<file path="src/hw/rtl/pnorm_pkg.sv">
// pnorm_pkg: shared types and constants of the peak normalizer
// used by pnorm_front, pnorm_fifo, pnorm_back and peak_normalizer_core
// no dependencies
package pnorm_pkg;

	// width of the stored gain and the split used by the apply multiplier
	localparam int GAIN_BITS    = 40;
	localparam int GAIN_LO_BITS = 20;
	localparam int GAIN_HI_BITS = GAIN_BITS - GAIN_LO_BITS;

	// queue between front and back
	localparam int QPTR_W = 2;
	localparam int QDEPTH = 1 << QPTR_W;

	// input func codes
	localparam logic FUNC_MEASURE = 1'b0;
	localparam logic FUNC_APPLY   = 1'b1;

	// queue entry kinds
	localparam logic KIND_SAMPLE = 1'b0;
	localparam logic KIND_GAIN   = 1'b1;

	// queue entry: a sample to scale, or a new gain to install
	typedef struct packed {
		logic                 kind;
		logic                 last;
		logic [GAIN_BITS-1:0] data;
	} q_entry_t;

endpackage

</file>
<file path="src/hw/rtl/pnorm_div.sv">
// pnorm_div: restoring divider, one quotient bit per cycle
// no package dependencies
module pnorm_div #(
	parameter int NUM_W = 39,
	parameter int DEN_W = 24
) (
	input  logic             clk,
	input  logic             arst_n,
	input  logic             start,
	input  logic [NUM_W-1:0] num,
	input  logic [DEN_W-1:0] den,
	output logic             done,
	output logic [NUM_W-1:0] quo
);

	localparam int CNT_W = $clog2(NUM_W);

	logic             busy_q;
	logic [CNT_W-1:0] cnt_q;
	logic [NUM_W-1:0] num_q;
	logic [NUM_W-1:0] quo_q;
	logic [DEN_W-1:0] rem_q;
	logic [DEN_W-1:0] den_q;
	logic [DEN_W:0]   trial;
	logic [DEN_W:0]   diff;
	logic             ge;

	// one trial subtraction per cycle
	assign trial = {rem_q, num_q[NUM_W-1]};
	assign diff  = trial - {1'b0, den_q};
	assign ge    = trial >= {1'b0, den_q};

	// control
	always_ff @(posedge clk or negedge arst_n) begin
		if (!arst_n) begin
			busy_q <= 1'b0;
			cnt_q  <= '0;
		end else if (start) begin
			busy_q <= 1'b1;
			cnt_q  <= CNT_W'(NUM_W - 1);
		end else if (busy_q) begin
			if (cnt_q == '0) begin
				busy_q <= 1'b0;
			end
			cnt_q <= cnt_q - 1'b1;
		end
	end

	// datapath
	always_ff @(posedge clk) begin
		if (start) begin
			num_q <= num;
			den_q <= den;
			rem_q <= '0;
			quo_q <= '0;
		end else if (busy_q) begin
			num_q <= {num_q[NUM_W-2:0], 1'b0};
			rem_q <= ge ? diff[DEN_W-1:0] : trial[DEN_W-1:0];
			quo_q <= {quo_q[NUM_W-2:0], ge};
		end
	end

	assign done = busy_q && (cnt_q == '0);
	assign quo  = {quo_q[NUM_W-2:0], ge};

endmodule

</file>
<file path="src/hw/rtl/pnorm_front.sv">
// pnorm_front: accepts items, tracks the measure-pass peak, computes the gain
// depends on pnorm_pkg and pnorm_div
module pnorm_front #(
	parameter int SAMPLE_BITS    = 24,
	parameter int GAIN_FRAC_BITS = 16
) (
	input  logic                       clk,
	input  logic                       arst_n,
	input  logic [SAMPLE_BITS-2:0]     target,
	input  logic                       in_valid,
	output logic                       in_ready,
	input  logic                       in_func,
	input  logic [SAMPLE_BITS-1:0]     in_sample,
	input  logic                       in_last,
	output logic                       push_valid,
	input  logic                       push_ready,
	output pnorm_pkg::q_entry_t        push_entry
);

	localparam int QW = SAMPLE_BITS - 1 + GAIN_FRAC_BITS;

	localparam logic [1:0] ST_RUN  = 2'd0;
	localparam logic [1:0] ST_DIV  = 2'd1;
	localparam logic [1:0] ST_LOAD = 2'd2;

	logic [1:0]                     state_q;
	logic [SAMPLE_BITS-1:0]         peak_q;
	logic [pnorm_pkg::GAIN_BITS-1:0] gain_q;
	logic [SAMPLE_BITS-1:0]         mag;
	logic [SAMPLE_BITS-1:0]         peak_next;
	logic                           accept;
	logic                           meas_last;
	logic                           div_start;
	logic                           div_done;
	logic [QW-1:0]                  quo;
	logic [pnorm_pkg::GAIN_BITS-1:0] gain_sat;

	// magnitude and running maximum
	assign mag       = in_sample[SAMPLE_BITS-1] ? (~in_sample + 1'b1) : in_sample;
	assign peak_next = (mag > peak_q) ? mag : peak_q;

	assign in_ready  = (state_q == ST_RUN) && push_ready;
	assign accept    = in_valid && in_ready;
	assign meas_last = accept && (in_func == pnorm_pkg::FUNC_MEASURE) && in_last;
	assign div_start = meas_last && (peak_next != '0);

	pnorm_div #(
		.NUM_W(QW),
		.DEN_W(SAMPLE_BITS)
	) u_div (
		.clk   (clk),
		.arst_n(arst_n),
		.start (div_start),
		.num   ({target, {GAIN_FRAC_BITS{1'b0}}}),
		.den   (peak_next),
		.done  (div_done),
		.quo   (quo)
	);

	// clamp the quotient to the gain register
	generate
		if (QW > pnorm_pkg::GAIN_BITS) begin : g_clamp
			assign gain_sat = (|quo[QW-1:pnorm_pkg::GAIN_BITS]) ? '1
				: quo[pnorm_pkg::GAIN_BITS-1:0];
		end else begin : g_noclamp
			assign gain_sat = pnorm_pkg::GAIN_BITS'(quo);
		end
	endgenerate

	// sequencer and peak register
	always_ff @(posedge clk or negedge arst_n) begin
		if (!arst_n) begin
			state_q <= ST_RUN;
			peak_q  <= '0;
		end else begin
			case (state_q)
				ST_RUN: begin
					if (accept && (in_func == pnorm_pkg::FUNC_MEASURE)) begin
						peak_q <= in_last ? '0 : peak_next;
					end
					if (div_start) begin
						state_q <= ST_DIV;
					end else if (meas_last) begin
						state_q <= ST_LOAD;
					end
				end
				ST_DIV: begin
					if (div_done) begin
						state_q <= ST_LOAD;
					end
				end
				ST_LOAD: begin
					if (push_ready) begin
						state_q <= ST_RUN;
					end
				end
				default: begin
					state_q <= ST_RUN;
				end
			endcase
		end
	end

	// gain waiting to be sent to the back
	always_ff @(posedge clk) begin
		if (meas_last && !div_start) begin
			gain_q <= '0;
		end else if (div_done) begin
			gain_q <= gain_sat;
		end
	end

	// queue request: apply samples in run state, the new gain in load state
	always_comb begin
		push_entry = '0;
		push_valid = 1'b0;
		if (state_q == ST_LOAD) begin
			push_valid      = 1'b1;
			push_entry.kind = pnorm_pkg::KIND_GAIN;
			push_entry.data = gain_q;
		end else begin
			push_valid      = accept && (in_func == pnorm_pkg::FUNC_APPLY);
			push_entry.kind = pnorm_pkg::KIND_SAMPLE;
			push_entry.last = in_last;
			push_entry.data = {{(pnorm_pkg::GAIN_BITS - SAMPLE_BITS){in_sample[SAMPLE_BITS-1]}},
				in_sample};
		end
	end

endmodule

</file>
<file path="src/hw/rtl/pnorm_fifo.sv">
// pnorm_fifo: short queue of entries between front and back
// depends on pnorm_pkg
module pnorm_fifo (
	input  logic                clk,
	input  logic                arst_n,
	input  logic                push_valid,
	output logic                push_ready,
	input  pnorm_pkg::q_entry_t push_entry,
	output logic                pop_valid,
	input  logic                pop_ready,
	output pnorm_pkg::q_entry_t pop_entry
);

	pnorm_pkg::q_entry_t         mem_q [pnorm_pkg::QDEPTH];
	logic [pnorm_pkg::QPTR_W-1:0] wptr_q;
	logic [pnorm_pkg::QPTR_W-1:0] rptr_q;
	logic [pnorm_pkg::QPTR_W:0]   count_q;
	logic                         push;
	logic                         pop;

	assign push_ready = count_q != (pnorm_pkg::QPTR_W + 1)'(pnorm_pkg::QDEPTH);
	assign pop_valid  = count_q != '0;
	assign push       = push_valid && push_ready;
	assign pop        = pop_valid && pop_ready;
	assign pop_entry  = mem_q[rptr_q];

	// pointers and fill count
	always_ff @(posedge clk or negedge arst_n) begin
		if (!arst_n) begin
			wptr_q  <= '0;
			rptr_q  <= '0;
			count_q <= '0;
		end else begin
			if (push) begin
				wptr_q <= wptr_q + 1'b1;
			end
			if (pop) begin
				rptr_q <= rptr_q + 1'b1;
			end
			if (push && !pop) begin
				count_q <= count_q + 1'b1;
			end else if (pop && !push) begin
				count_q <= count_q - 1'b1;
			end
		end
	end

	// storage
	always_ff @(posedge clk) begin
		if (push) begin
			mem_q[wptr_q] <= push_entry;
		end
	end

endmodule

</file>
<file path="src/hw/rtl/pnorm_back.sv">
// pnorm_back: holds the gain, scales samples and saturates them
// depends on pnorm_pkg
module pnorm_back #(
	parameter int SAMPLE_BITS    = 24,
	parameter int GAIN_FRAC_BITS = 16
) (
	input  logic                   clk,
	input  logic                   arst_n,
	input  logic                   pop_valid,
	output logic                   pop_ready,
	input  pnorm_pkg::q_entry_t    pop_entry,
	output logic                   out_valid,
	input  logic                   out_ready,
	output logic [SAMPLE_BITS-1:0] out_sample,
	output logic                   out_last
);

	localparam int PW = SAMPLE_BITS + pnorm_pkg::GAIN_LO_BITS + 1;
	localparam int SW = SAMPLE_BITS + pnorm_pkg::GAIN_BITS + 1;
	localparam int TW = SW - SAMPLE_BITS + 1;

	logic [pnorm_pkg::GAIN_BITS-1:0] gain_q;
	logic                            adv;
	logic                            pop;
	logic signed [SAMPLE_BITS-1:0]   smp;
	logic                            valid_s1;
	logic                            last_s1;
	logic signed [PW-1:0]            p_lo_s1;
	logic signed [PW-1:0]            p_hi_s1;
	logic                            valid_s2;
	logic                            last_s2;
	logic signed [SW-1:0]            sum_s2;
	logic signed [SW-1:0]            shifted;
	logic [TW-1:0]                   top_bits;
	logic [SAMPLE_BITS-1:0]          sat;
	logic                            out_valid_q;
	logic [SAMPLE_BITS-1:0]          sample_q;
	logic                            last_q;

	// the whole pipe moves when the output register is free or drained
	assign adv       = !out_valid_q || out_ready;
	assign pop_ready = adv;
	assign pop       = pop_valid && adv;
	assign smp       = $signed(pop_entry.data[SAMPLE_BITS-1:0]);

	// gain register, replaced in queue order
	always_ff @(posedge clk or negedge arst_n) begin
		if (!arst_n) begin
			gain_q <= '0;
		end else if (pop && (pop_entry.kind == pnorm_pkg::KIND_GAIN)) begin
			gain_q <= pop_entry.data;
		end
	end

	// valid flags
	always_ff @(posedge clk or negedge arst_n) begin
		if (!arst_n) begin
			valid_s1    <= 1'b0;
			valid_s2    <= 1'b0;
			out_valid_q <= 1'b0;
		end else if (adv) begin
			valid_s1    <= pop && (pop_entry.kind == pnorm_pkg::KIND_SAMPLE);
			valid_s2    <= valid_s1;
			out_valid_q <= valid_s2;
		end
	end

	// saturation to the sample range
	assign shifted  = sum_s2 >>> GAIN_FRAC_BITS;
	assign top_bits = shifted[SW-1:SAMPLE_BITS-1];
	always_comb begin
		if ((top_bits == '0) || (top_bits == '1)) begin
			sat = shifted[SAMPLE_BITS-1:0];
		end else if (shifted[SW-1]) begin
			sat = {1'b1, {(SAMPLE_BITS-1){1'b0}}};
		end else begin
			sat = {1'b0, {(SAMPLE_BITS-1){1'b1}}};
		end
	end

	// partial products, sum, saturated result
	always_ff @(posedge clk) begin
		if (adv) begin
			p_lo_s1  <= smp * $signed({1'b0, gain_q[pnorm_pkg::GAIN_LO_BITS-1:0]});
			p_hi_s1  <= smp * $signed({1'b0, gain_q[pnorm_pkg::GAIN_BITS-1:pnorm_pkg::GAIN_LO_BITS]});
			last_s1  <= pop_entry.last;
			sum_s2   <= (SW'(p_hi_s1) <<< pnorm_pkg::GAIN_LO_BITS) + SW'(p_lo_s1);
			last_s2  <= last_s1;
			sample_q <= sat;
			last_q   <= last_s2;
		end
	end

	assign out_valid  = out_valid_q;
	assign out_sample = sample_q;
	assign out_last   = last_q;

endmodule

</file>
<file path="src/hw/rtl/peak_normalizer_core.sv">
// peak_normalizer_core: two-pass peak normalizer, top level
// depends on pnorm_pkg, pnorm_front, pnorm_fifo, pnorm_back
// apply samples: one per cycle if the queue has room; via queue, s1, s2, output reg
// measure samples: one per cycle if the queue has room; the last one of a pass
//   stalls input for the bit-serial divide (not for a zero peak) and the gain load
// reset: peak and gain cleared, target at full scale, queue and pipeline empty
module peak_normalizer_core #(
	parameter int SAMPLE_BITS    = 24,
	parameter int GAIN_FRAC_BITS = 16
) (
	input  logic                             clk,
	input  logic                             arst_n,
	input  logic                             cfg_we,
	input  logic [SAMPLE_BITS-2:0]           cfg_wdata,
	input  logic                             s_axis_tvalid,
	output logic                             s_axis_tready,
	// sample_in
	input  logic [((SAMPLE_BITS+7)/8)*8-1:0] s_axis_tdata,
	// func
	input  logic                             s_axis_tuser,
	input  logic                             s_axis_tlast,
	output logic                             m_axis_tvalid,
	input  logic                             m_axis_tready,
	// sample_out
	output logic [((SAMPLE_BITS+7)/8)*8-1:0] m_axis_tdata,
	output logic                             m_axis_tlast
);

	localparam int TDW = ((SAMPLE_BITS + 7) / 8) * 8;

	logic [SAMPLE_BITS-2:0] target_q;
	logic                   push_valid;
	logic                   push_ready;
	pnorm_pkg::q_entry_t    push_entry;
	logic                   pop_valid;
	logic                   pop_ready;
	pnorm_pkg::q_entry_t    pop_entry;
	logic [SAMPLE_BITS-1:0] out_sample;

	// target peak register
	always_ff @(posedge clk or negedge arst_n) begin
		if (!arst_n) begin
			target_q <= '1;
		end else if (cfg_we) begin
			target_q <= cfg_wdata;
		end
	end

	pnorm_front #(
		.SAMPLE_BITS   (SAMPLE_BITS),
		.GAIN_FRAC_BITS(GAIN_FRAC_BITS)
	) u_front (
		.clk       (clk),
		.arst_n    (arst_n),
		.target    (target_q),
		.in_valid  (s_axis_tvalid),
		.in_ready  (s_axis_tready),
		.in_func   (s_axis_tuser),
		.in_sample (s_axis_tdata[SAMPLE_BITS-1:0]),
		.in_last   (s_axis_tlast),
		.push_valid(push_valid),
		.push_ready(push_ready),
		.push_entry(push_entry)
	);

	pnorm_fifo u_fifo (
		.clk       (clk),
		.arst_n    (arst_n),
		.push_valid(push_valid),
		.push_ready(push_ready),
		.push_entry(push_entry),
		.pop_valid (pop_valid),
		.pop_ready (pop_ready),
		.pop_entry (pop_entry)
	);

	pnorm_back #(
		.SAMPLE_BITS   (SAMPLE_BITS),
		.GAIN_FRAC_BITS(GAIN_FRAC_BITS)
	) u_back (
		.clk       (clk),
		.arst_n    (arst_n),
		.pop_valid (pop_valid),
		.pop_ready (pop_ready),
		.pop_entry (pop_entry),
		.out_valid (m_axis_tvalid),
		.out_ready (m_axis_tready),
		.out_sample(out_sample),
		.out_last  (m_axis_tlast)
	);

	assign m_axis_tdata = TDW'(out_sample);

endmodule

</file>
<file path="config.mk">
export PLATFORM = sky130hd
export DESIGN_NAME = peak_normalizer_core
export DESIGN_NICKNAME = d
export VERILOG_FILES = /design/src/hw/rtl/pnorm_pkg.sv /design/src/hw/rtl/pnorm_div.sv /design/src/hw/rtl/pnorm_front.sv /design/src/hw/rtl/pnorm_fifo.sv /design/src/hw/rtl/pnorm_back.sv /design/src/hw/rtl/peak_normalizer_core.sv
export SDC_FILE = /design/constraint.sdc
export NUM_CORES = 2
export LEC_CHECK = 0
export BUFFER_PORTS_ARGS = -buffer_cell sky130_fd_sc_hd__buf_4
export CORE_AREA = 2 2 272 381
export CTS_CLUSTER_DIAMETER = 150
export DETAILED_ROUTE_END_ITERATION = 10
export DIE_AREA = 0 0 274 383
export PLACE_DENSITY = 0.79
export SLEW_MARGIN = 10
export SYNTH_ARGS = -nofsm -noshare
export SYNTH_HDL_FRONTEND = slang
export SYNTH_SLANG_ARGS = --single-unit
</file>
<file path="constraint.sdc">
create_clock -name clk -period 8.6 [get_ports clk]
set_input_delay 0.43 -clock clk [delete_from_list [all_inputs] [get_ports clk]]
set_output_delay 0.43 -clock clk [all_outputs]
set_load 0.01 [all_outputs]
</file>
Yosys cells after proc, flatten, opt, wreduce, memory -nomap -nowiden. Memories as Yosys holds them, arrays and structs flattened. Cells that the tools add are included. W data, S select, Z words.

Logic and storage cells: 102. Bits of input ports: 54. Memories: 1. RAM bits: 168. Bits in registers: 436.

Memory list: u_fifo.mem_q (depth 4, bits a word 42, rd ports 1, clocked after memory_dff 0, wr ports 1, line pnorm_fifo.sv:14) `pnorm_pkg::q_entry_t mem_q [pnorm_pkg::QDEPTH];`.

Reductions and logical operators: 29. Mux-type cells: 26. $add $sub $neg: 8. Order comparisons: 2. Eq/ne operators: 7. Bitwise logic cells: 3. $mul: 2.

Operators with widths (number): $mux W24 (6); $mul A24 B21 Y45 (2); $mux W39 (2); $add A65 B45 Y65 (1); $eq A42 B42 Y1 const B (1); $logic_not A42 Y1 (1); $mux W40 (1); $ge A25 B24 Y1 (1); $add A24 B1 Y24 const B (1); $gt A24 B24 Y1 (1); $not A24 Y24 (1); $reduce_bool A24 Y1 (1); $sub A24 B24 Y24 (1); $logic_and A1 B1 Y1 (14); $mux W6 (2); $mux W1 (8); $mux W2 (4); $logic_not A6 Y1 (1); $mux W3 (2); $pmux W2 S3 (1); $sub A6 B1 Y6 const B (1); $add A2 B1 Y2 const B (2); $logic_not A1 Y1 (4); $ne A2 B1 Y1 const B (2); 13 further kinds (16).

Longest topological paths before layout.
Depth after elaboration: 10. Gate-level depth with buffers: 30.

Hierarchy. Synthesis repeated with hierarchy kept, for this count alone.

Cell total of the unflattened synthesis: 5825. Area total of the unflattened synthesis: 61785.5 µm².

By module, submodules not included: pnorm_back (cells each 4296, instances 1, area an instance 42998.7 µm², seq. area each 5580.4 µm²); pnorm_fifo (cells each 255, instances 1, area an instance 6528.8 µm², seq. area each 5220.0 µm²); pnorm_div (cells each 592, instances 1, area an instance 6475.0 µm², seq. area each 3308.2 µm²); pnorm_front (cells each 634, instances 1, area an instance 4897.2 µm², seq. area each 1431.4 µm²); peak_normalizer_core (cells each 48, instances 1, area an instance 885.8 µm², seq. area each 604.3 µm²).

Least setup slack after synthesis. Ideal clock, no wire load.

Path type: reg2reg. Start point: register u_fifo.rptr_q[0] in the netlist's numbering. End point: register u_back.p_hi_s1[41], data pin. Path slack: 0.188 ns. Arrival time: 8.149 ns. Data required time: 8.337 ns. Library setup time: 0.263 ns. Path buffers: 3. Stages on the path, launching flop included: 30. Cells stage by stage: dfrtp_1 > buf_2 > buf_1 > mux4_2 > clkbuf_1 > and2_1 > fa_1 > fa_1 > inv_1 > fa_1 > inv_1 > fa_1 > inv_1 > fa_1 > inv_1 > fa_1 > inv_1 > fa_1 > inv_1 > ha_1 > a21oi_1 > o21ai_0 > a221oi_1 > o32a_1 > o2111ai_1 > a31o_2 > a21oi_1 > nor2_1 > a311oi_1 > xnor2_1.

Word-level cells in the longest chain between the ends: 2.

RTL lines: start: declaration (line pnorm_fifo.sv:16) `logic [pnorm_pkg::QPTR_W-1:0] rptr_q;`; start signal: assignment (line pnorm_fifo.sv:38) `rptr_q <= rptr_q + 1'b1;`; $mem_v2 Z4 W42; $mul A24 B21 Y45 (line pnorm_back.sv:85) `p_hi_s1 <= smp * $signed({1'b0, gain_q[pnorm_pkg::GAIN_BITS-1:pnorm_pkg::GAIN_LO_BITS]});`; end signal: assignment (line pnorm_back.sv:85); end: declaration (line pnorm_back.sv:29) `logic signed [PW-1:0] p_hi_s1;`.

Every way passes these cells. A chain may end at the register's enable or synchronous reset.

Final worst setup path.
Start point: register u_fifo.rptr_q[0] in the netlist's numbering. End point: register u_back.p_hi_s1[43], data pin.

The elaborated chain is that of the path after synthesis.

==> results.yml <==
route:
  vias: 41287
  firstDrtPassIters: 6
  drtAntennaViolNets: 0
  drtIter0Drc: 2984
  wl_um: 149000
  drc_errors: 0
  viasPerCell: 5.79
  routedWlPerCell_um: 20.9
setup_path:
  crit_type: "reg -> reg"
  cp_slowest_stage_delay_ns: 0.69
  critical_path_arrival_ns: 8.75
  worstPathMaxFanout: 17
  crit_top_cell: "fa_1"
  worstPathCellList: "buf_12, mux4_2, buf_12, buf_4, and2_1, fa_1, fa_1, inv_1, fa_1, inv_1, fa_1, fa_1, fa_1, fa_1, ha_1, and3_1, nand2_1, o32a_1, o2111ai_1, a31o_2, o21ai_1, o21a_1, o21ai_0, xor2_1"
  r2r_slack_ns: 0.23
  ff2ff_path_depth: 24
  cp.required_ns: 8.98
  reg2reg_to: "u_back.p_hi_s1[43]"
  crit_path_start_kind: "register"
  r2r-start: "u_fifo.rptr_q[0]"
  end_kind: "register"
  slowest_stage: "mux4_2"
logic_synthesis:
  synth-async-reset-ratio: 0.185
  syn-num-nets: 7123
  yosys.area.top_type: "fa_1"
  synth_top_area_frac: 0.325
  synth_most_common_cell: "inv_1"
  synth_flop_cell: "edfxtp_1"
  synth.yosys.seq_area_share: 0.259
  ys_top_cells_by_area: "fa_1 33%, edfxtp_1 18%, ha_1 6.9%"
  ys_seq_elements: 572
  avgSynthCellArea_um2: 10.5
  ys.warnings.count: 0
  syn_area_um2: 60500
  synth_edf_count: 365
  netlist_instances: 5750
  synth_common_cells: "1038 x inv_1, 984 x fa_1, 635 x and2_1, 567 x nand2_1, 365 x edfxtp_1"
  synth_cell_types: 79
job:
  cap_violations: 0
cells_and_area:
  nNetsFinal: 7115
  fin_cells: 7132
  stdcell_area_um2: 64900
  layout-drive-gt1-share: 0.0827
  syn2layout_area_growth_pct: 7.18
sta:
  rsz0062_at_grt: "true"
  relSlewSlack: 0.145
  fin_crit_ns: 8.37
  whs_ns: 0.0312
  maxClockFrequency_ghz: 0.120
  hold_viol: 0
  finalMaxSlewViolations: 0
  fin_skew_ns: 0.0493
  worst_pin_slew_ns: 1.28
  fin_crit_sh: 0.973
  setup_viol_count_final: 0
cts:
  cts_root_buffer: "clkbuf_16"
  path_clk_slew_ns: 0.07
  cts_made_buffers: 56
  cts.sinks: 572
  cts_tree: "yes"
  clock_latency_ns: 0.68
  htree_num_levels: 2
  ctsLongestPathBuffers: 3
worst_hold_path:
  hold_path_end: "target_q[13]"
  hold_path_startpoint: "cfg_wdata[13]"
  hold_depth: 2
  min_path_type: "in -> reg"
global_route:
  antenna_found_initial: 10
  track_usage: 0.286
  gr-total-overflow: 0
  grt_max_degree: 120
  grt_first_pass_wirelength_um: 234000
  grt_pass1_vias: 44832
floorplanning:
  pin_count: 81
  fp.dieH_um: 383
  start_util: 0.594
  die_x_um: 274
  die_area_um2: 105000
  rows: 139
  coreArea_um2: 102000
place:
  gp_congestion: 0.932
  place_area_um2: 62700
  post-dp-hpwl_um: 112000
  io_buffers: 80
  placedCellCount: 6998
run_status:
  outcome: "finished clean"
## metal layers
layer	wire, µm	vias to the layer above	global-route usage
met3	9970	512	0.0380
met4	9140	6	0.156
met5	40	-	0
met1	53300	20995	0.327
li1	-	18096	-
met2	76300	1678	0.516
## sequential cells by signal, summed over array words and instances, names as in the netlist, 24 cells and up
register,cells
u_fifo.mem_q,168
u_back.sum_s2,49
u_back.p_hi_s1,45
u_back.gain_q,40
u_front.gain_q,39
u_front.u_div.quo_q,38
u_back.p_lo_s1,29
u_back.out_sample,24
u_front.peak_q,24
u_front.u_div.den_q,24
u_front.u_div.rem_q,24
## worst max-delay path: cells and delay by family, from the launching register on
kind | cells | cell delay [ns]
AND/OR/NAND/NOR | 3 | 0.66
flip-flops | 1 | 0.57
adder cells (fa/ha/maj) | 8 | 3.85
multiplexers | 1 | 0.69
AO/OA/AOI/OAI | 6 | 1.49
XOR/XNOR | 1 | 0.10
buffers and inverters | 5 | 0.74
## timing repair
item                                    4_1_cts  5_1_grt
endpoints found under the hold margin        12        0
pin swaps                                     0        2
endpoints found under the setup margin        5       18
gates cloned                                  0        7
buffers inserted                              0       15
gates resized for setup                       2       11
hold buffers                                  3        0
## kinds of logic (layout without fill, tap and decap cells)
group                    count (synthesis)  in the layout  share of synthesized area
AO/OA/AOI/OAI                          596            596                     0.0634
XOR/XNOR                               178            178                     0.0257
adder cells (fa/ha/maj)               1319           1319                      0.395
buffers and inverters                 1314           1347                     0.0823
flip-flops                             572            572                      0.259
multiplexers                           177            184                     0.0411
other                                    0              3                          0
AND/OR/NAND/NOR                       1594           1594                      0.134
## placed cells by master, fill, tap and decap left out, types with 14 or more instances in the layout
| cell type | count |
|---|---|
| a211oi_1 | 32 |
| a21o_1 | 90 |
| a21oi_1 | 204 |
| a22o_1 | 24 |
| a31oi_1 | 17 |
| and2_1 | 631 |
| and3_1 | 17 |
| buf_4 | 190 |
| clkbuf_16 | 57 |
| dfrtp_1 | 80 |
| dfstp_2 | 23 |
| dfxtp_1 | 101 |
| edfxtp_1 | 365 |
| fa_1 | 984 |
| ha_1 | 335 |
| inv_1 | 1038 |
| mux2_2 | 67 |
| mux2_4 | 22 |
| mux2i_1 | 46 |
| mux4_2 | 43 |
| nand2_1 | 566 |
| nand2b_1 | 33 |
| nand3_1 | 32 |
| nand4_1 | 25 |
| nor2_1 | 173 |
| nor2b_1 | 24 |
| nor3_1 | 18 |
| nor4_1 | 21 |
| o21a_1 | 23 |
| o21ai_0 | 94 |
| o21bai_1 | 14 |
| o31ai_1 | 15 |
| xnor2_1 | 129 |
| xor2_1 | 49 |
## worst max-delay path by stage
stage / start / endpoint / slack (ns) / depth (start not counted)
finish: u_fifo.rptr_q[0] / u_back.p_hi_s1[43] / 0.23 / 24
global route: u_fifo.rptr_q[0] / u_back.p_lo_s1[44] / -0.04 / 29
CTS: u_fifo.rptr_q[0] / u_back.p_lo_s1[44] / 0.06 / 26
detailed placement: u_fifo.rptr_q[0] / u_back.p_hi_s1[44] / -0.12 / 24
global placement: u_fifo.rptr_q[0] / u_back.p_hi_s1[44] / -0.008 / 24
floorplan: u_fifo.rptr_q[0] / u_back.p_hi_s1[41] / 0.19 / 29
## area by class of cell
type                       count  area [µm²]
multi-input combinational   3871       40100
fill                        7792       37000
sequential                   572       15700
inverter                    1039        3900
tap                         1339        1680
timing repair buffer         202        1630
clock buffer                  72        1500
clock inverter                34         359
antenna                        3        7.51
## stage by stage
step	utilization	setup slack (ns)	TNS [ns]
6_report	0.637	0.233	0
3_5_place_dp	0.615	-0.122	-0.144
3_3_place_gp	0.615	-0.00831	-0.00831
5_1_grt	0.637	-0.0381	-0.0381
2_1_floorplan	-	0.188	0
4_1_cts	0.633	0.0647	0
Power is not shown: default switching activity piles up to over one toggle a cycle in this logic, so the estimate is an artifact.
